[src/rtl/ttb_pkg.sv]
// ----------------------------------------------------------------------------
// ttb_pkg
// Shared types and constants of the triangle tile binner.
// ----------------------------------------------------------------------------
`default_nettype none

package ttb_pkg;

  localparam int CFG_W       = 12;
  localparam int CFG_IDX_W   = 2;
  localparam int COORD_W     = 16;
  localparam int TRI_W       = 16;
  localparam int TILE_W      = 6;
  localparam int TILE_IDX_W  = 3;
  localparam int QUOT_W      = 4;
  localparam int SHIFT_MAX   = 3;
  localparam int GRID_DIV_W  = CFG_W + 1;

  localparam logic [QUOT_W-1:0] QUOT_SAT = QUOT_W'(1 << SHIFT_MAX);

  localparam logic [CFG_IDX_W-1:0] CFG_TILE_SIZE     = 2'd0;
  localparam logic [CFG_IDX_W-1:0] CFG_SCREEN_WIDTH  = 2'd1;
  localparam logic [CFG_IDX_W-1:0] CFG_SCREEN_HEIGHT = 2'd2;
  localparam logic [CFG_IDX_W-1:0] CFG_TARGET        = 2'd3;

  localparam logic [CFG_W-1:0] TILE_SIZE_RST     = 12'd64;
  localparam logic [CFG_W-1:0] SCREEN_WIDTH_RST  = 12'd512;
  localparam logic [CFG_W-1:0] SCREEN_HEIGHT_RST = 12'd512;

  typedef enum logic [1:0] {
    ST_IDLE,
    ST_DIV,
    ST_CHECK,
    ST_WALK
  } state_t;

  typedef enum logic [2:0] {
    DS_GRID_X,
    DS_GRID_Y,
    DS_COL_LO,
    DS_ROW_LO,
    DS_COL_HI,
    DS_ROW_HI
  } div_sel_t;

  typedef struct packed {
    logic              done;
    logic [QUOT_W-1:0] quot;
  } div_rsp_t;

endpackage

`default_nettype wire

[src/rtl/ttb_div.sv]
// ----------------------------------------------------------------------------
// ttb_div
// Four-step compare-subtract divider, quotient saturated at eight.
// ----------------------------------------------------------------------------
`default_nettype none

module ttb_div #(
  parameter int DIV_W = 13
) (
  input  logic                      clk,
  input  logic                      rst_n,
  input  logic                      start,
  input  logic [DIV_W-1:0]          dividend,
  input  logic [ttb_pkg::CFG_W-1:0] divisor,
  output ttb_pkg::div_rsp_t         rsp
);
  import ttb_pkg::*;

  localparam int CW = (DIV_W > CFG_W + SHIFT_MAX) ? DIV_W : CFG_W + SHIFT_MAX;

  logic             busy_r, busy_nxt;
  logic [1:0]       step_r, step_nxt;
  logic [DIV_W-1:0] rem_r, rem_nxt;
  logic [CFG_W-1:0] dsor_r, dsor_nxt;
  logic             sat_r, sat_nxt;
  logic [1:0]       qhi_r, qhi_nxt;

  logic [CW-1:0] shifted;
  logic [CW-1:0] diff;
  logic          ge;

  always_comb begin
    shifted = CW'(dsor_r) << step_r;
    ge      = CW'(rem_r) >= shifted;
    diff    = CW'(rem_r) - shifted;
  end

  always_comb begin
    busy_nxt = busy_r;
    step_nxt = step_r;
    rem_nxt  = rem_r;
    dsor_nxt = dsor_r;
    sat_nxt  = sat_r;
    qhi_nxt  = qhi_r;
    if (busy_r) begin
      unique case (step_r)
        2'd3: sat_nxt = ge;
        2'd2: begin
          qhi_nxt[1] = ge;
          if (ge) rem_nxt = diff[DIV_W-1:0];
        end
        2'd1: begin
          qhi_nxt[0] = ge;
          if (ge) rem_nxt = diff[DIV_W-1:0];
        end
        2'd0: busy_nxt = 1'b0;
        default: busy_nxt = 1'b0;
      endcase
      step_nxt = step_r - 2'd1;
    end
    if (start) begin
      busy_nxt = 1'b1;
      step_nxt = 2'(SHIFT_MAX);
      rem_nxt  = dividend;
      dsor_nxt = divisor;
      sat_nxt  = 1'b0;
      qhi_nxt  = '0;
    end
  end

  always_ff @(posedge clk) begin
    if (!rst_n) begin
      busy_r <= 1'b0;
      step_r <= '0;
    end else begin
      busy_r <= busy_nxt;
      step_r <= step_nxt;
    end
    rem_r  <= rem_nxt;
    dsor_r <= dsor_nxt;
    sat_r  <= sat_nxt;
    qhi_r  <= qhi_nxt;
  end

  always_comb begin
    rsp.done = busy_r && (step_r == 2'd0);
    rsp.quot = sat_r ? QUOT_SAT : {1'b0, qhi_r, ge};
  end

endmodule

`default_nettype wire

[src/rtl/triangle_tile_binner.sv]
// ----------------------------------------------------------------------------
// triangle_tile_binner
// Bins one triangle into every screen tile touched by its bounding box.
// ----------------------------------------------------------------------------
// A triangle is taken when in_ready is high; the block then holds in_ready
// low while it works. It takes the bounding box, runs six divisions in one
// shared compare-subtract divider (tile grid width and height, then the four
// box edges), checks the range, and then sends one tile per cycle (1 to 64
// covered tiles) while out_ready does not stall the result register. The
// next triangle is taken as soon as the last result sits in that register.
// Tiles leave row by row, left to right, the final one flagged by
// out_last_tile; a triangle off the grid, or no bound target, yields nothing.
`default_nettype none

module triangle_tile_binner #(
  parameter int MAX_TILES_X     = 8,
  parameter int MAX_TILES_Y     = 8,
  parameter int COORD_FRAC_BITS = 4
) (
  input  logic                                clk,
  input  logic                                rst_n,
  input  logic                                cfg_we,
  input  logic [ttb_pkg::CFG_IDX_W-1:0]       cfg_index,
  input  logic [ttb_pkg::CFG_W-1:0]           cfg_data,
  input  logic                                in_valid,
  output logic                                in_ready,
  input  logic [ttb_pkg::TRI_W-1:0]           in_triangle_id,
  input  logic signed [ttb_pkg::COORD_W-1:0]  in_vert0_x,
  input  logic signed [ttb_pkg::COORD_W-1:0]  in_vert0_y,
  input  logic signed [ttb_pkg::COORD_W-1:0]  in_vert1_x,
  input  logic signed [ttb_pkg::COORD_W-1:0]  in_vert1_y,
  input  logic signed [ttb_pkg::COORD_W-1:0]  in_vert2_x,
  input  logic signed [ttb_pkg::COORD_W-1:0]  in_vert2_y,
  output logic                                out_valid,
  input  logic                                out_ready,
  output logic [ttb_pkg::TILE_W-1:0]          out_tile_index,
  output logic [ttb_pkg::TRI_W-1:0]           out_binned_triangle,
  output logic                                out_last_tile
);
  import ttb_pkg::*;

  localparam int PX_W  = COORD_W + 1 - COORD_FRAC_BITS;
  localparam int MAG_W = PX_W - 1;
  localparam int DIV_W = (MAG_W > GRID_DIV_W) ? MAG_W : GRID_DIV_W;
  localparam int EXT_W = COORD_W + 1;
  localparam logic [EXT_W-1:0] FRAC_ROUND = EXT_W'((1 << COORD_FRAC_BITS) - 1);
  localparam logic [QUOT_W-1:0] MAX_X = QUOT_W'(MAX_TILES_X);
  localparam logic [QUOT_W-1:0] MAX_Y = QUOT_W'(MAX_TILES_Y);

  function automatic logic signed [PX_W-1:0] px_floor(input logic signed [COORD_W-1:0] v);
    logic signed [EXT_W-1:0] e;
    e = $signed({v[COORD_W-1], v});
    return PX_W'(e >>> COORD_FRAC_BITS);
  endfunction

  function automatic logic signed [PX_W-1:0] px_ceil(input logic signed [COORD_W-1:0] v);
    logic signed [EXT_W-1:0] e;
    e = $signed({v[COORD_W-1], v}) + $signed(FRAC_ROUND);
    return PX_W'(e >>> COORD_FRAC_BITS);
  endfunction

  function automatic logic [MAG_W-1:0] px_mag(input logic signed [PX_W-1:0] p);
    logic signed [PX_W-1:0] n;
    n = -p;
    return p[PX_W-1] ? MAG_W'(n) : MAG_W'(p);
  endfunction

  // configuration
  logic [CFG_W-1:0] tile_size_r, screen_width_r, screen_height_r;
  logic             target_present_r;

  always_ff @(posedge clk) begin
    if (!rst_n) begin
      tile_size_r      <= TILE_SIZE_RST;
      screen_width_r   <= SCREEN_WIDTH_RST;
      screen_height_r  <= SCREEN_HEIGHT_RST;
      target_present_r <= 1'b1;
    end else if (cfg_we) begin
      unique case (cfg_index)
        CFG_TILE_SIZE:     tile_size_r      <= cfg_data;
        CFG_SCREEN_WIDTH:  screen_width_r   <= cfg_data;
        CFG_SCREEN_HEIGHT: screen_height_r  <= cfg_data;
        CFG_TARGET:        target_present_r <= cfg_data[0];
        default: ;
      endcase
    end
  end

  logic [CFG_W-1:0]      ts_eff;
  logic [GRID_DIV_W-1:0] grid_x_num, grid_y_num;

  always_comb begin
    ts_eff     = (tile_size_r == '0) ? CFG_W'(1) : tile_size_r;
    grid_x_num = {1'b0, screen_width_r} + {1'b0, ts_eff} - GRID_DIV_W'(1);
    grid_y_num = {1'b0, screen_height_r} + {1'b0, ts_eff} - GRID_DIV_W'(1);
  end

  // bounding box
  logic signed [COORD_W-1:0] xmin, xmax, ymin, ymax, xa, ya, xb, yb;

  always_comb begin
    xa   = (in_vert0_x < in_vert1_x) ? in_vert0_x : in_vert1_x;
    xmin = (xa < in_vert2_x) ? xa : in_vert2_x;
    xb   = (in_vert0_x > in_vert1_x) ? in_vert0_x : in_vert1_x;
    xmax = (xb > in_vert2_x) ? xb : in_vert2_x;
    ya   = (in_vert0_y < in_vert1_y) ? in_vert0_y : in_vert1_y;
    ymin = (ya < in_vert2_y) ? ya : in_vert2_y;
    yb   = (in_vert0_y > in_vert1_y) ? in_vert0_y : in_vert1_y;
    ymax = (yb > in_vert2_y) ? yb : in_vert2_y;
  end

  // sequencer state and datapath registers
  state_t                state_r, state_nxt;
  div_sel_t              div_idx_r, div_idx_nxt;
  logic signed [PX_W-1:0] px_x0_r, px_x0_nxt, px_x1_r, px_x1_nxt;
  logic signed [PX_W-1:0] px_y0_r, px_y0_nxt, px_y1_r, px_y1_nxt;
  logic [TRI_W-1:0]      held_triangle_r, held_triangle_nxt;
  logic [QUOT_W-1:0]     tiles_x_r, tiles_x_nxt, tiles_y_r, tiles_y_nxt;
  logic [QUOT_W-1:0]     q_c0_r, q_c0_nxt, q_r0_r, q_r0_nxt;
  logic [QUOT_W-1:0]     q_c1_r, q_c1_nxt, q_r1_r, q_r1_nxt;
  logic [TILE_IDX_W-1:0] walk_col_r, walk_col_nxt, walk_row_r, walk_row_nxt;
  logic [TILE_IDX_W-1:0] col_first_r, col_first_nxt;
  logic [TILE_IDX_W-1:0] col_final_r, col_final_nxt, row_final_r, row_final_nxt;
  logic [TILE_W-1:0]     row_base_r, row_base_nxt;
  logic                  out_valid_r, out_valid_nxt;
  logic [TILE_W-1:0]     out_tile_r, out_tile_nxt;
  logic [TRI_W-1:0]      out_tri_r, out_tri_nxt;
  logic                  out_last_r, out_last_nxt;

  // divider
  logic             div_start;
  div_sel_t         div_sel;
  logic [DIV_W-1:0] div_dividend;
  div_rsp_t         div_rsp;

  always_comb begin
    unique case (div_sel)
      DS_GRID_X: div_dividend = DIV_W'(grid_x_num);
      DS_GRID_Y: div_dividend = DIV_W'(grid_y_num);
      DS_COL_LO: div_dividend = DIV_W'(px_mag(px_x0_r));
      DS_ROW_LO: div_dividend = DIV_W'(px_mag(px_y0_r));
      DS_COL_HI: div_dividend = DIV_W'(px_mag(px_x1_r));
      DS_ROW_HI: div_dividend = DIV_W'(px_mag(px_y1_r));
      default:   div_dividend = '0;
    endcase
  end

  ttb_div #(
    .DIV_W (DIV_W)
  ) u_div (
    .clk      (clk),
    .rst_n    (rst_n),
    .start    (div_start),
    .dividend (div_dividend),
    .divisor  (ts_eff),
    .rsp      (div_rsp)
  );

  // range check
  logic [QUOT_W-1:0] c0, c1, r0, r1, tx_m1, ty_m1;
  logic              empty_x, empty_y;

  always_comb begin
    tx_m1   = tiles_x_r - QUOT_W'(1);
    ty_m1   = tiles_y_r - QUOT_W'(1);
    c0      = px_x0_r[PX_W-1] ? '0 : q_c0_r;
    r0      = px_y0_r[PX_W-1] ? '0 : q_r0_r;
    c1      = px_x1_r[PX_W-1] ? '0 : ((q_c1_r > tx_m1) ? tx_m1 : q_c1_r);
    r1      = px_y1_r[PX_W-1] ? '0 : ((q_r1_r > ty_m1) ? ty_m1 : q_r1_r);
    empty_x = (tiles_x_r == '0) || (px_x1_r[PX_W-1] && (q_c1_r != '0)) || (c0 > c1);
    empty_y = (tiles_y_r == '0) || (px_y1_r[PX_W-1] && (q_r1_r != '0)) || (r0 > r1);
  end

  logic emit, walk_last;

  always_comb begin
    state_nxt         = state_r;
    div_idx_nxt       = div_idx_r;
    px_x0_nxt         = px_x0_r;
    px_x1_nxt         = px_x1_r;
    px_y0_nxt         = px_y0_r;
    px_y1_nxt         = px_y1_r;
    held_triangle_nxt = held_triangle_r;
    tiles_x_nxt       = tiles_x_r;
    tiles_y_nxt       = tiles_y_r;
    q_c0_nxt          = q_c0_r;
    q_r0_nxt          = q_r0_r;
    q_c1_nxt          = q_c1_r;
    q_r1_nxt          = q_r1_r;
    walk_col_nxt      = walk_col_r;
    walk_row_nxt      = walk_row_r;
    col_first_nxt     = col_first_r;
    col_final_nxt     = col_final_r;
    row_final_nxt     = row_final_r;
    row_base_nxt      = row_base_r;
    out_valid_nxt     = out_valid_r && !out_ready;
    out_tile_nxt      = out_tile_r;
    out_tri_nxt       = out_tri_r;
    out_last_nxt      = out_last_r;
    in_ready          = 1'b0;
    div_start         = 1'b0;
    div_sel           = DS_GRID_X;
    emit              = !out_valid_r || out_ready;
    walk_last         = (walk_col_r == col_final_r) && (walk_row_r == row_final_r);

    unique case (state_r)
      ST_IDLE: begin
        in_ready = 1'b1;
        if (in_valid) begin
          held_triangle_nxt = in_triangle_id;
          px_x0_nxt         = px_floor(xmin);
          px_y0_nxt         = px_floor(ymin);
          px_x1_nxt         = px_ceil(xmax);
          px_y1_nxt         = px_ceil(ymax);
          if (target_present_r) begin
            div_start   = 1'b1;
            div_sel     = DS_GRID_X;
            div_idx_nxt = DS_GRID_X;
            state_nxt   = ST_DIV;
          end
        end
      end
      ST_DIV: begin
        if (div_rsp.done) begin
          unique case (div_idx_r)
            DS_GRID_X: tiles_x_nxt = (div_rsp.quot > MAX_X) ? MAX_X : div_rsp.quot;
            DS_GRID_Y: tiles_y_nxt = (div_rsp.quot > MAX_Y) ? MAX_Y : div_rsp.quot;
            DS_COL_LO: q_c0_nxt = div_rsp.quot;
            DS_ROW_LO: q_r0_nxt = div_rsp.quot;
            DS_COL_HI: q_c1_nxt = div_rsp.quot;
            DS_ROW_HI: q_r1_nxt = div_rsp.quot;
            default: ;
          endcase
          if (div_idx_r == DS_ROW_HI) begin
            state_nxt = ST_CHECK;
          end else begin
            div_start   = 1'b1;
            div_sel     = div_sel_t'(div_idx_r + 3'd1);
            div_idx_nxt = div_sel_t'(div_idx_r + 3'd1);
          end
        end
      end
      ST_CHECK: begin
        if (empty_x || empty_y) begin
          state_nxt = ST_IDLE;
        end else begin
          col_first_nxt = c0[TILE_IDX_W-1:0];
          col_final_nxt = c1[TILE_IDX_W-1:0];
          row_final_nxt = r1[TILE_IDX_W-1:0];
          walk_col_nxt  = c0[TILE_IDX_W-1:0];
          walk_row_nxt  = r0[TILE_IDX_W-1:0];
          row_base_nxt  = TILE_W'(r0[TILE_IDX_W-1:0] * tiles_x_r);
          state_nxt     = ST_WALK;
        end
      end
      ST_WALK: begin
        if (emit) begin
          out_valid_nxt = 1'b1;
          out_tile_nxt  = row_base_r + TILE_W'(walk_col_r);
          out_tri_nxt   = held_triangle_r;
          out_last_nxt  = walk_last;
          if (walk_last) begin
            state_nxt = ST_IDLE;
          end else if (walk_col_r == col_final_r) begin
            walk_col_nxt = col_first_r;
            walk_row_nxt = walk_row_r + TILE_IDX_W'(1);
            row_base_nxt = row_base_r + TILE_W'(tiles_x_r);
          end else begin
            walk_col_nxt = walk_col_r + TILE_IDX_W'(1);
          end
        end
      end
      default: state_nxt = ST_IDLE;
    endcase
  end

  always_ff @(posedge clk) begin
    if (!rst_n) begin
      state_r     <= ST_IDLE;
      div_idx_r   <= DS_GRID_X;
      out_valid_r <= 1'b0;
    end else begin
      state_r     <= state_nxt;
      div_idx_r   <= div_idx_nxt;
      out_valid_r <= out_valid_nxt;
    end
    px_x0_r         <= px_x0_nxt;
    px_x1_r         <= px_x1_nxt;
    px_y0_r         <= px_y0_nxt;
    px_y1_r         <= px_y1_nxt;
    held_triangle_r <= held_triangle_nxt;
    tiles_x_r       <= tiles_x_nxt;
    tiles_y_r       <= tiles_y_nxt;
    q_c0_r          <= q_c0_nxt;
    q_r0_r          <= q_r0_nxt;
    q_c1_r          <= q_c1_nxt;
    q_r1_r          <= q_r1_nxt;
    walk_col_r      <= walk_col_nxt;
    walk_row_r      <= walk_row_nxt;
    col_first_r     <= col_first_nxt;
    col_final_r     <= col_final_nxt;
    row_final_r     <= row_final_nxt;
    row_base_r      <= row_base_nxt;
    out_tile_r      <= out_tile_nxt;
    out_tri_r       <= out_tri_nxt;
    out_last_r      <= out_last_nxt;
  end

  assign out_valid           = out_valid_r;
  assign out_tile_index      = out_tile_r;
  assign out_binned_triangle = out_tri_r;
  assign out_last_tile       = out_last_r;

endmodule

`default_nettype wire

[config.mk]
export PLATFORM = sky130hd
export DESIGN_NAME = triangle_tile_binner
export DESIGN_NICKNAME = d
export VERILOG_FILES = /design/src/rtl/ttb_pkg.sv /design/src/rtl/ttb_div.sv /design/src/rtl/triangle_tile_binner.sv
export SDC_FILE = /design/constraint.sdc
export NUM_CORES = 1
export LEC_CHECK = 0
export ABC_AREA = 1
export BUFFER_PORTS_ARGS = -buffer_cell sky130_fd_sc_hd__buf_2
export CAP_MARGIN = 20
export CORE_ASPECT_RATIO = 0.6
export CORE_MARGIN = 2
export CORE_UTILIZATION = 45
export DETAILED_ROUTE_END_ITERATION = 10
export PLACE_DENSITY_LB_ADDON = 0.15
export SLEW_MARGIN = 10
export SYNTH_ARGS = -nofsm -noshare
export SYNTH_HDL_FRONTEND = slang
export SYNTH_SLANG_ARGS = --single-unit
[constraint.sdc]
create_clock -name clk -period 6.85 [get_ports clk]
set_input_delay 0.685 -clock clk [delete_from_list [all_inputs] [get_ports clk]]
set_output_delay 0.685 -clock clk [all_outputs]
set_load 0.05 [all_outputs]
---- After elaboration in Yosys (flattened, before gate mapping) ----
Index checks and enable logic that the tools add are counted.
storage, ports and cells
  word-level logic and storage cells ...... 221
  input bits .............................. 131
  output and inout bits ................... 25
  register bits ........................... 208
cells by class
  multiplexer cells ....................... 70
  add/subtract/negate cells ............... 19
  order comparisons ....................... 14
  bitwise gates (word level) .............. 1
  equal/unequal tests ..................... 31
  reduce and logical (&&, ||, !) cells .... 50
  multipliers ............................. 1
  shifts and indexed selects .............. 1
operators by type and width
  cell                                                                   number
  16-bit 2-to-1 mux                                                      8
  13-bit one-hot mux with 6 select lines                                 1
  16-bit > comparator                                                    4
  16-bit less-than comparator                                            4
  12-bit 2-to-1 mux                                                      5
  13-bit 2-to-1 mux                                                      4
  12-bit negator                                                         4
  3-bit 2-to-1 mux                                                       15
  16-bit by 5-bit adder with 17-bit output, second input constant        2
  4-bit 2-to-1 mux                                                       8
  12-bit by 12-bit adder with 13-bit output                              2
  13-bit by 1-bit subtractor with 13-bit output, second input constant   2
  6-bit 2-to-1 mux                                                       4
  3-bit AND reduction                                                    7
  2-bit != test, second input constant                                   10
  2-bit AND reduction                                                    10
  2-bit 2-to-1 mux                                                       9
  3-bit one-hot mux with 2 select lines                                  3
  4-bit > comparator                                                     4
  13-bit by 15-bit greater-or-equal comparator with 1-bit output         1
  12-bit by 2-bit << shifter with 15-bit output                          1
  13-bit subtractor                                                      1
  2-bit equality test, second input constant                             6
  3-bit by 2-bit equality test with 1-bit output, second input constant  4
  29 further kinds                                                       68

---- Logic depth before layout (Yosys ltp) ----
Gate-level depths: netlist of run 1.
  depth after elaboration ................. 9
  gate-level depth with buffers ........... 38
  depth with buffers taken out ............ 36

---- Cells and area by module ----
From an unflattened synthesis of run 1, not the netlist that was laid out.
second synthesis, totals
  cell total of the unflattened synthesis .. 2355
  area, all modules ....................... 17359.1 µm²
modules (own cells, without submodules)
  module                area an instance (µm²)  sequential area each (µm²)  cells an instance  instances
  triangle_tile_binner  15030.7                 4884.7                      2018               1
  ttb_div               2328.5                  870.8                       337                1

---- Worst setup path before layout of run 1 ----
Ideal clock, no wire load.
  path kind ............................... reg-to-reg
  from .................................... reg state_r[0]
  to ...................................... reg u_div.rem_r[0] (enable)
  setup slack ............................. 1.213 ns
  arrival time ............................ 5.236 ns
  path buffers ............................ 1
  cell stages (with the launch flop) ...... 9
  cell sequence ........................... dfxtp_1 > nor2_1 > inv_1 > nor2_1 > nand2_1 > nand2_1 > inv_1 > clkbuf_1 > o21ai_0
between the ends
  longest elaborated chain between the ends .. 4
ends and longest elaborated chain
  item                                                                                      RTL line                     text
  start, declared                                                                           triangle_tile_binner.sv:113  state_t state_r, state_nxt;
  start signal, assigned                                                                    triangle_tile_binner.sv:283  state_r <= state_nxt;
  2-bit by 1-bit equality test with 1-bit output / 2-bit zero test (equally long branches)  triangle_tile_binner.sv:206  unique case (state_r)
  1-bit one-hot mux with 2 select lines *                                                   triangle_tile_binner.sv:206
  2-bit nonzero test (no line)                                                              -
  3-bit AND reduction (no line) *                                                           -
  end signal, assigned                                                                      ttb_div.sv:79                rem_r <= rem_nxt;
  end, declared                                                                             ttb_div.sv:23                logic [DIV_W-1:0] rem_r, rem_nxt;
Mark *: on every way between the ends. The rest lies on a longest branch, timed or not.
A chain may end at the register's enable or synchronous reset.

---- Final worst setup path of run 1 ----
  from .................................... in in_vert1_x[5] in the netlist's numbering
  to ...................................... reg px_x1_r[6] (data pin)
between the ends
  longest elaborated chain between the ends .. 5
ends and longest elaborated chain
  item                                        RTL line                     text
  start, declared                             triangle_tile_binner.sv:30   input logic signed [ttb_pkg::COORD_W-1:0] in_vert1_x,
  16-bit > comparator                         triangle_tile_binner.sv:104  xb = (in_vert0_x > in_vert1_x) ? in_vert0_x : in_vert1_x;
  16-bit 2-to-1 mux *                         triangle_tile_binner.sv:104
  16-bit > comparator                         triangle_tile_binner.sv:105  xmax = (xb > in_vert2_x) ? xb : in_vert2_x;
  16-bit 2-to-1 mux *                         triangle_tile_binner.sv:105
  16-bit by 5-bit adder with 17-bit output *  triangle_tile_binner.sv:58   e = $signed({v[COORD_W-1], v}) + $signed(FRAC_ROUND);
  end signal, assigned                        triangle_tile_binner.sv:288  px_x1_r <= px_x1_nxt;
  end, declared                               triangle_tile_binner.sv:115  logic signed [PX_W-1:0] px_x0_r, px_x0_nxt, px_x1_r, px_x1_nxt;
Marks and branches as above.

==> results of run 1 <==
metrics by stage:
stage | worst slack, ns | util | instances
6_report | 1.56 | 0.504 | 2879
5_1_grt | 0.903 | 0.504 | 2879
3_5_place_dp | 1.07 | 0.486 | 2841
2_1_floorplan | 1.21 | - | 2227
4_1_cts | 1.61 | 0.504 | 2879
3_3_place_gp | 1.21 | 0.486 | 2841
layout by cell type (no fill, tap or decap), types with 14 or more instances in the layout:
master / count
inv_2: 14
xor2_1: 37
buf_2: 155
o21ai_2: 24
inv_1: 346
nand2_2: 16
o21ai_0: 182
nand3_1: 132
edfxtp_1: 159
dfxtp_1: 49
a21oi_1: 147
xnor2_1: 25
nor3_1: 27
o21ai_1: 19
nor2_1: 164
nand2_1: 465
clkbuf_16: 23
a21oi_2: 14
ha_1: 199
nand4_1: 18
final timing paths:
kind	depth (start not counted)	endpoint	startpoint
worst min register to register	0	out_binned_triangle[4]	held_triangle_r[4]
worst min-delay path	1	held_triangle_r[7]	in_triangle_id[7]
worst max-delay path	31	px_x1_r[6]	in_vert1_x[5]
worst max register to register	23	col_first_r[2]	tiles_x_r[1]
power breakdown:
group	internal [mW]	switching, mW
Sequential	1.68	0.158
Combinational	0.805	1.62
Clock	0.648	0.489
Total	3.13	2.27
routing by layer:
layer  vias up  routed length, µm  part of all wire  track usage
met2       443              18200              0.40        0.328
met5         -                  0                 0            0
li1       7696                  -                 -            -
met4         0                505             0.011       0.0320
met3        38               3890             0.086       0.0599
met1      6951              22600              0.50        0.356
registers in the layout, indices dropped and copies added (netlist names), 4 cells and up:
register and count:
tiles_y_r 4, tiles_x_r 4, u_div.rem_r 13, q_r1_r 4
screen_width_r 12, q_r0_r 4, screen_height_r 12, out_binned_triangle 16
px_x1_r 13, row_base_r 6, q_c0_r 4, out_tile_index 6
px_y1_r 13, px_x0_r 12, px_y0_r 12, q_c1_r 4
u_div.dsor_r 12, held_triangle_r 16, tile_size_r 12
synthesized netlist by cell type, types with 8 or more instances:
cell | n | area, µm²
ha_1 | 199 | 2490
nor2_1 | 167 | 627
fa_1 | 8 | 160
dfxtp_1 | 49 | 981
nor4_1 | 9 | 56.3
a21oi_2 | 14 | 123
nand4_1 | 18 | 113
o21ai_0 | 183 | 916
inv_1 | 346 | 1300
buf_2 | 9 | 45.0
o21ai_1 | 18 | 90.1
nand2_1 | 465 | 1750
nand2_2 | 16 | 100
xnor2_1 | 25 | 219
o21ai_2 | 24 | 210
a21oi_1 | 147 | 736
edfxtp_1 | 159 | 4770
inv_2 | 14 | 52.6
a211oi_1 | 9 | 67.6
xor2_1 | 37 | 324
nand3_1 | 132 | 661
nor3_1 | 27 | 135
clkbuf_1 | 44 | 165
cells by family (layout without fill, tap and decap cells):
family / after synthesis / after routing / share of synthesized area
compound gates: 457 / 457 / 0.155
xor+xnor: 62 / 62 / 0.0320
fa+ha+maj: 207 / 207 / 0.156
buf+inv: 423 / 562 / 0.0961
flops: 208 / 208 / 0.339
mux: 2 / 2 / 0.00118
simple gates: 868 / 868 / 0.221
final cells by class:
| type | instances | area [µm²] | area share |
|---|---|---|---|
| Multi-Input combinational cell | 1596 | 9610 | 0.510 |
| Clock inverter | 4 | 22.5 | 0.00119 |
| Sequential cell | 208 | 5760 | 0.305 |
| Tap cell | 513 | 642 | 0.0340 |
| Inverter | 362 | 1360 | 0.0720 |
| Timing Repair Buffer | 162 | 828 | 0.0439 |
| Clock buffer | 34 | 647 | 0.0343 |
worst max-delay path: cells and delay by family:
kind | cells | cell delay (ns)
fa+ha+maj | 2 | 0.55
simple gates | 19 | 2.66
compound gates | 6 | 1.06
buf+inv | 4 | 0.58
==> out/qor.yml, run 1 <==
status: "finished, final reports clean"
fin_tns_setup_ns: 0
crit_arrival_ns: 5.56
antenna_cells: 0
setup_viol: 0
worstHoldPathType: "in2reg"
syn_to_final_growth_pct: 11.1
clock-root-buffer: "clkbuf_16"
num_rows: 55
postSynthCellCount: 2227
dieArea_um2: 39400
nFillCells: 3643
ant_nets: 0
period_share: 0.773
grt_pass1_wl_mm: 72.5
synth.net_count: 2565
gp_congestion: 0.934
via_per_inst: 5.25
tightest_slew_ns: 1.09
postLayoutCellArea_um2: 18900
power_leakage_nw: 8.96
worstPathRequired_ns: 7.11
hold_buffers: 0
clkSlewWorstSetupHoldPaths_ns: 0.06
final_hold_viol_count: 0
skew_ns: 0.0151
cts_buffer_depth: 3
cts_tree: "built"
antenna_found_initial: 0
holdWs_ns: 0.345
finalPower_mw: 5.40
synth_ff_type: "edfxtp_1"
fin_nets: 2689
cts_max_level: 1
grt_pass1_vias: 14000
start_util: 0.454
dieHeight_um: 155
setup.worst_path.start_class: "input port"
gr-total-overflow: 0
layout-drive-gt1-share: 0.123
grt_max_degree: 67
io_buffers: 155
cts_buffers: 21
yosys_warnings: 0
place_hpwl_mm: 36.7
vias: 15100
wl_per_cell_um: 15.7
die_w_um: 255
cts_resized: 0
dr.pass1.iters: 5
core_area_um2: 37400
drv_cap: 0
clkSinkCount: 208
post_cts_buffers: 0
slew_headroom: 0.267
post_dp_cell_area_um2: 18200
p_per_area_nw_per_um2: 286
rsz0062_at_grt: "no"
yosys.cell_types.count: 58
drt-total-wl_mm: 45.2
crit_fanout: 31
synth-seq-cells: 208
drc_errors: 0
max_freq_mhz: 189
worst_path_most_repeated_cell: "nand2_1"
synth-edff-count: 159
drt_iter0_markers: 1217
synth_area_per_cell_um2: 7.63
pin_count: 156
path_class: "in2reg"
gr-usage-all-layers: 0.231
critPathCaptureType: "register"
rrSetupSlack_ns: 2.80
fin_crit_ns: 5.29
vdd_drop_max_uv: 186
ys_seq_area_frac: 0.339
async_flop_share: 0
cpMaxStageDelayCell: "nor2_2"
clkLatencyLatePin_ns: 0.52
critPathMaxStageDelay_ns: 0.66
syn_area_um2: 17000
drv_slew: 0
Power figures use the tool's default switching activity.
==> run 2, diff against run 1 <==
Clock period 6.85 ns to 4.7 ns, I/O delays scaled along.
==> run 2 against run 1 <==
  * Worst setup slack worse by 1.1 ns
  * Sequential share of layout area down 0.49 points
  * Count of clock-buffer cells in the layout down 2
  * Critical path type unchanged
  * Largest power group unchanged
  * Highest routed layer unchanged
==> out/qor.yml, run 2 (synthesized netlist as in run 1, its figures left out) <==
fin_tns_setup_ns: 0
crit_arrival_ns: 4.52
clock-root-buffer: "clkbuf_16"
gp_congestion: 0.930
layout-drive-gt1-share: 0.137
power_leakage_nw: 9.15
dr.pass1.iters: 8
critPathMaxStageDelay_ns: 0.28
clkSlewWorstSetupHoldPaths_ns: 0.07
cts_buffer_depth: 3
drv_slew: 0
io_buffers: 155
path_class: "in2reg"
grt_max_degree: 67
critPathCaptureType: "register"
vias: 15100
syn_to_final_growth_pct: 12.9
cts_tree: "built"
core_area_um2: 37400
drt_iter0_markers: 1208
layout_commonest_cell: "nand2_1"
ant_nets: 0
grt_pass1_wl_mm: 72.3
fin_crit_ns: 4.27
gr-usage-all-layers: 0.231
wl_per_cell_um: 15.6
worstHoldPathType: "in2reg"
antenna_cells: 0
skew_ns: 0.0124
worstPathRequired_ns: 4.95
pin_count: 156
antenna_found_initial: 0
crit_fanout: 25
via_per_inst: 5.16
worst_path_most_repeated_cell: "nand2_1"
final_hold_viol_count: 0
num_rows: 55
vdd_drop_max_uv: 243
status: "finished, final reports clean"
drv_cap: 0
setup.worst_path.start_class: "input port"
slew_headroom: 0.322
die_w_um: 255
finish.utilization: 0.512
cts_buffers: 21
dieHeight_um: 155
rsz0062_at_grt: "no"
post_cts_buffers: 0
grt_pass1_vias: 13800
gr-total-overflow: 0
cpMaxStageDelayCell: "ha_1"
period_share: 0.909
place_hpwl_mm: 36.9
dieArea_um2: 39400
drc_errors: 0
layout_common_cells: "nand2_1, inv_1, ha_1"
clkLatencyLatePin_ns: 0.52
fin_nets: 2727
clkSinkCount: 208
start_util: 0.454
max_freq_mhz: 234
tightest_slew_ns: 1.01
drt-total-wl_mm: 45.4
setup_viol: 0
p_per_area_nw_per_um2: 418
cts_max_level: 1
[run 2: changes by cell type in the layout (fill, tap and decap cells not counted), sizes merged]
cell	delta
buf	+38
bufinv	+2
clkbuf	-2
[run 2: path summary, 6_finish.rpt]
kind                            endpoint               start  slack [ns]  cells after the start
setup / recovery              px_x1_r[4]       in_vert1_x[5]        0.43                     30
hold / removal        held_triangle_r[0]   in_triangle_id[0]        0.12                      1
setup reg to reg              state_r[1]        tiles_x_r[0]        0.62                     24
hold reg to reg   out_binned_triangle[1]  held_triangle_r[1]        0.42                      0
[run 2: final cells by class]
type,instances,area [µm²]
fill,3725,18300
inverter,362,1360
clock buffer,32,587
sequential,208,5760
multi-input combinational,1596,9630
tap,513,642
clock inverter,6,82.6
timing repair buffer,200,1130
[run 2: critical path, delay by kind of cell]
family | cells | cell delay (ns)
simple gates | 18 | 2.06
buf+inv | 4 | 0.44
fa+ha+maj | 2 | 0.53
compound gates | 5 | 0.82
xor+xnor | 1 | 0.19
[run 2: power breakdown]
group / switching, mW / internal (mW) / total (mW)
Sequential: 0.211 / 2.45 / 2.66
Combinational: 2.38 / 1.29 / 3.67
Clock: 0.720 / 0.973 / 1.69
Total: 3.31 / 4.71 / 8.02
[run 2: layer usage]
layer / part of all wire / track usage / vias up
met2: 0.40 / 0.332 / 401
met1: 0.52 / 0.366 / 6843
li1: - / - / 7772
met5: 0 / 0 / -
met3: 0.068 / 0.0399 / 37
met4: 0.010 / 0.0290 / 0
[run 2: timing repair]
| action | in CTS | in global routing |
|---|---|---|
| setup endpoints to repair | 0 | 7 |
| hold endpoints to repair | 0 | 0 |
| hold buffers | 0 | 0 |
| resized for setup | 0 | 2 |
[run 2: stage by stage]
step	total power, mW	instance area (µm²)	hold WS (ns)	cells	setup slack, ns
after detailed placement	6.30	18500	0.407	2879	-0.136
final	8.02	19200	0.123	2917	0.430
after global placement	6.25	18500	0.400	2879	-0.00283
after global routing	8.64	19200	0.103	2917	0.0457
after floorplan	5.25	17000	0.400	2227	0.171
after CTS	8.02	19200	0.102	2917	0.376
==> run 3, diff against run 2 <==
Settings changed: CELL_PAD_IN_SITES_DETAIL_PLACEMENT from default to 0, CELL_PAD_IN_SITES_GLOBAL_PLACEMENT from default to 1, CORE_UTILIZATION 45 to 41, TNS_END_PERCENT from default to 10.
==> run 3 against run 2 <==
  * Worst setup slack improved by 0.0011 ns
  * Combinational power rose by 1%
  * Sequential power barely moved
  * Wire length is 6.3% higher
  * Sequential share of layout area decreased by 0.14 points
  * Worst hold slack improved by 0.014 ns
  * Die area grew 9.5%
  * Register-to-register slack worse by 0.12 ns
  * Non-clock buffer count fell by 4
==> out/qor.yml, run 3 (synthesized netlist as in run 1, its figures left out) <==
status: "finished, final reports clean"
crit_fanout: 24
antenna_cells: 0
post_cts_buffers: 0
dieArea_um2: 43100
skew_ns: 0.0215
syn_to_final_growth_pct: 13.4
num_rows: 57
setup_viol: 0
clkLatencyLatePin_ns: 0.52
worst_path_most_repeated_cell: "nand2_1"
fin_nets: 2723
gr-usage-all-layers: 0.224
dieHeight_um: 162
grt_pass1_vias: 13900
cts_resized: 0
place_hpwl_mm: 39.3
finish.utilization: 0.474
antenna_found_initial: 0
cts_buffer_depth: 3
start_util: 0.418
vdd_drop_max_uv: 228
ant_nets: 0
hold_buffers: 0
drv_cap: 0
vias: 15000
critPathCaptureType: "register"
drc_errors: 0
cts_tree: "built"
path_class: "in2reg"
via_per_inst: 5.12
worstPathRequired_ns: 4.96
gp_congestion: 0.917
grt_max_degree: 67
wl_per_cell_um: 16.5
finalPower_mw: 8.29
critPathMaxStageDelay_ns: 0.32
fin_crit_ns: 4.27
gr-total-overflow: 0
grt_pass1_wl_mm: 76.3
clkSlewWorstSetupHoldPaths_ns: 0.07
period_share: 0.908
core_area_um2: 40700
layout_commonest_cell: "nand2_1"
crit_arrival_ns: 4.53
power_leakage_nw: 9.18
worstHoldPathType: "in2reg"
drt_iter0_markers: 1171
cpMaxStageDelayCell: "ha_1"
nFillCells: 4044
slew_headroom: 0.392
die_w_um: 267
layout-drive-gt1-share: 0.139
clkSinkCount: 208
clock-root-buffer: "clkbuf_16"
drv_slew: 0
p_per_area_nw_per_um2: 430
cts_max_level: 1
pin_count: 156
fin_tns_setup_ns: 0
multi_input_area_um2: 9610
drt-total-wl_mm: 48.3
max_freq_mhz: 234
rsz0062_at_grt: "no"
cts_buffers: 21
regArea_um2: 5760
dr.pass1.iters: 5
final_hold_viol_count: 0
setup.worst_path.start_class: "input port"
tightest_slew_ns: 0.912
io_buffers: 155
layout_common_cells: "nand2_1, inv_1, ha_1"
## run 3: cell count changes in the layout (fill, tap and decap cells not counted), sizes merged
cell / delta
bufinv: +2
inv: +2
clkbuf: -7
clkinvlp: +1
clkinv: +1
buf: -4
## run 3: final cells by class
type | count | share of cell area
multi-input cells | 1596 | 0.499
flip-flops and latches | 208 | 0.299
inverters | 362 | 0.0705
repair buffers | 196 | 0.0568
well taps | 531 | 0.0345
clock buffers | 25 | 0.0313
clock inverters | 12 | 0.00929
## run 3: metal layers
metal / GRT usage / vias up / wire length [µm] / part of all wire
li1: - / 7764 / - / -
met1: 0.362 / 6888 / 25900 / 0.54
met2: 0.306 / 316 / 18700 / 0.39
met3: 0.0496 / 29 / 3270 / 0.068
met4: 0.0235 / 0 / 410 / 0.0085
met5: 0 / - / 0 / 0
## run 3: final timing paths
path                                          start                 endpoint  slack [ns]  cells after the start
worst max-delay path                  in_vert1_x[5]               px_x1_r[7]        0.43                     31
worst min-delay path             in_triangle_id[12]      held_triangle_r[12]        0.14                      1
worst max register to register         tiles_x_r[0]            row_base_r[5]        0.50                     23
worst min register to register  held_triangle_r[10]  out_binned_triangle[10]        0.42                      0
## run 3: worst max-delay path: cells and delay by family
kind,cells,cell delay [ns]
and+or+nand+nor,20,2.01
AOI/OAI and AO/OA,5,0.78
buffers and inverters,4,0.66
adders and majority gates,2,0.58
## run 3: power breakdown
part           switching (mW)  total (mW)  internal (mW)
clock                   0.771        1.92           1.15
sequential              0.209        2.65           2.45
combinational            2.44        3.72           1.28
total                    3.42        8.29           4.87
## run 3: through the flow
stage / cell area [µm²] / cells / setup slack, ns / hold WS (ns)
final: 19300 / 2930 / 0.431 / 0.137
after global routing: 19300 / 2930 / 0.0202 / 0.115
after CTS: 19300 / 2929 / 0.423 / 0.111
after detailed placement: 18500 / 2892 / 0.000287 / 0.405
after global placement: 18500 / 2892 / 0.00355 / 0.400
after floorplan: 17000 / 2227 / 0.171 / 0.400
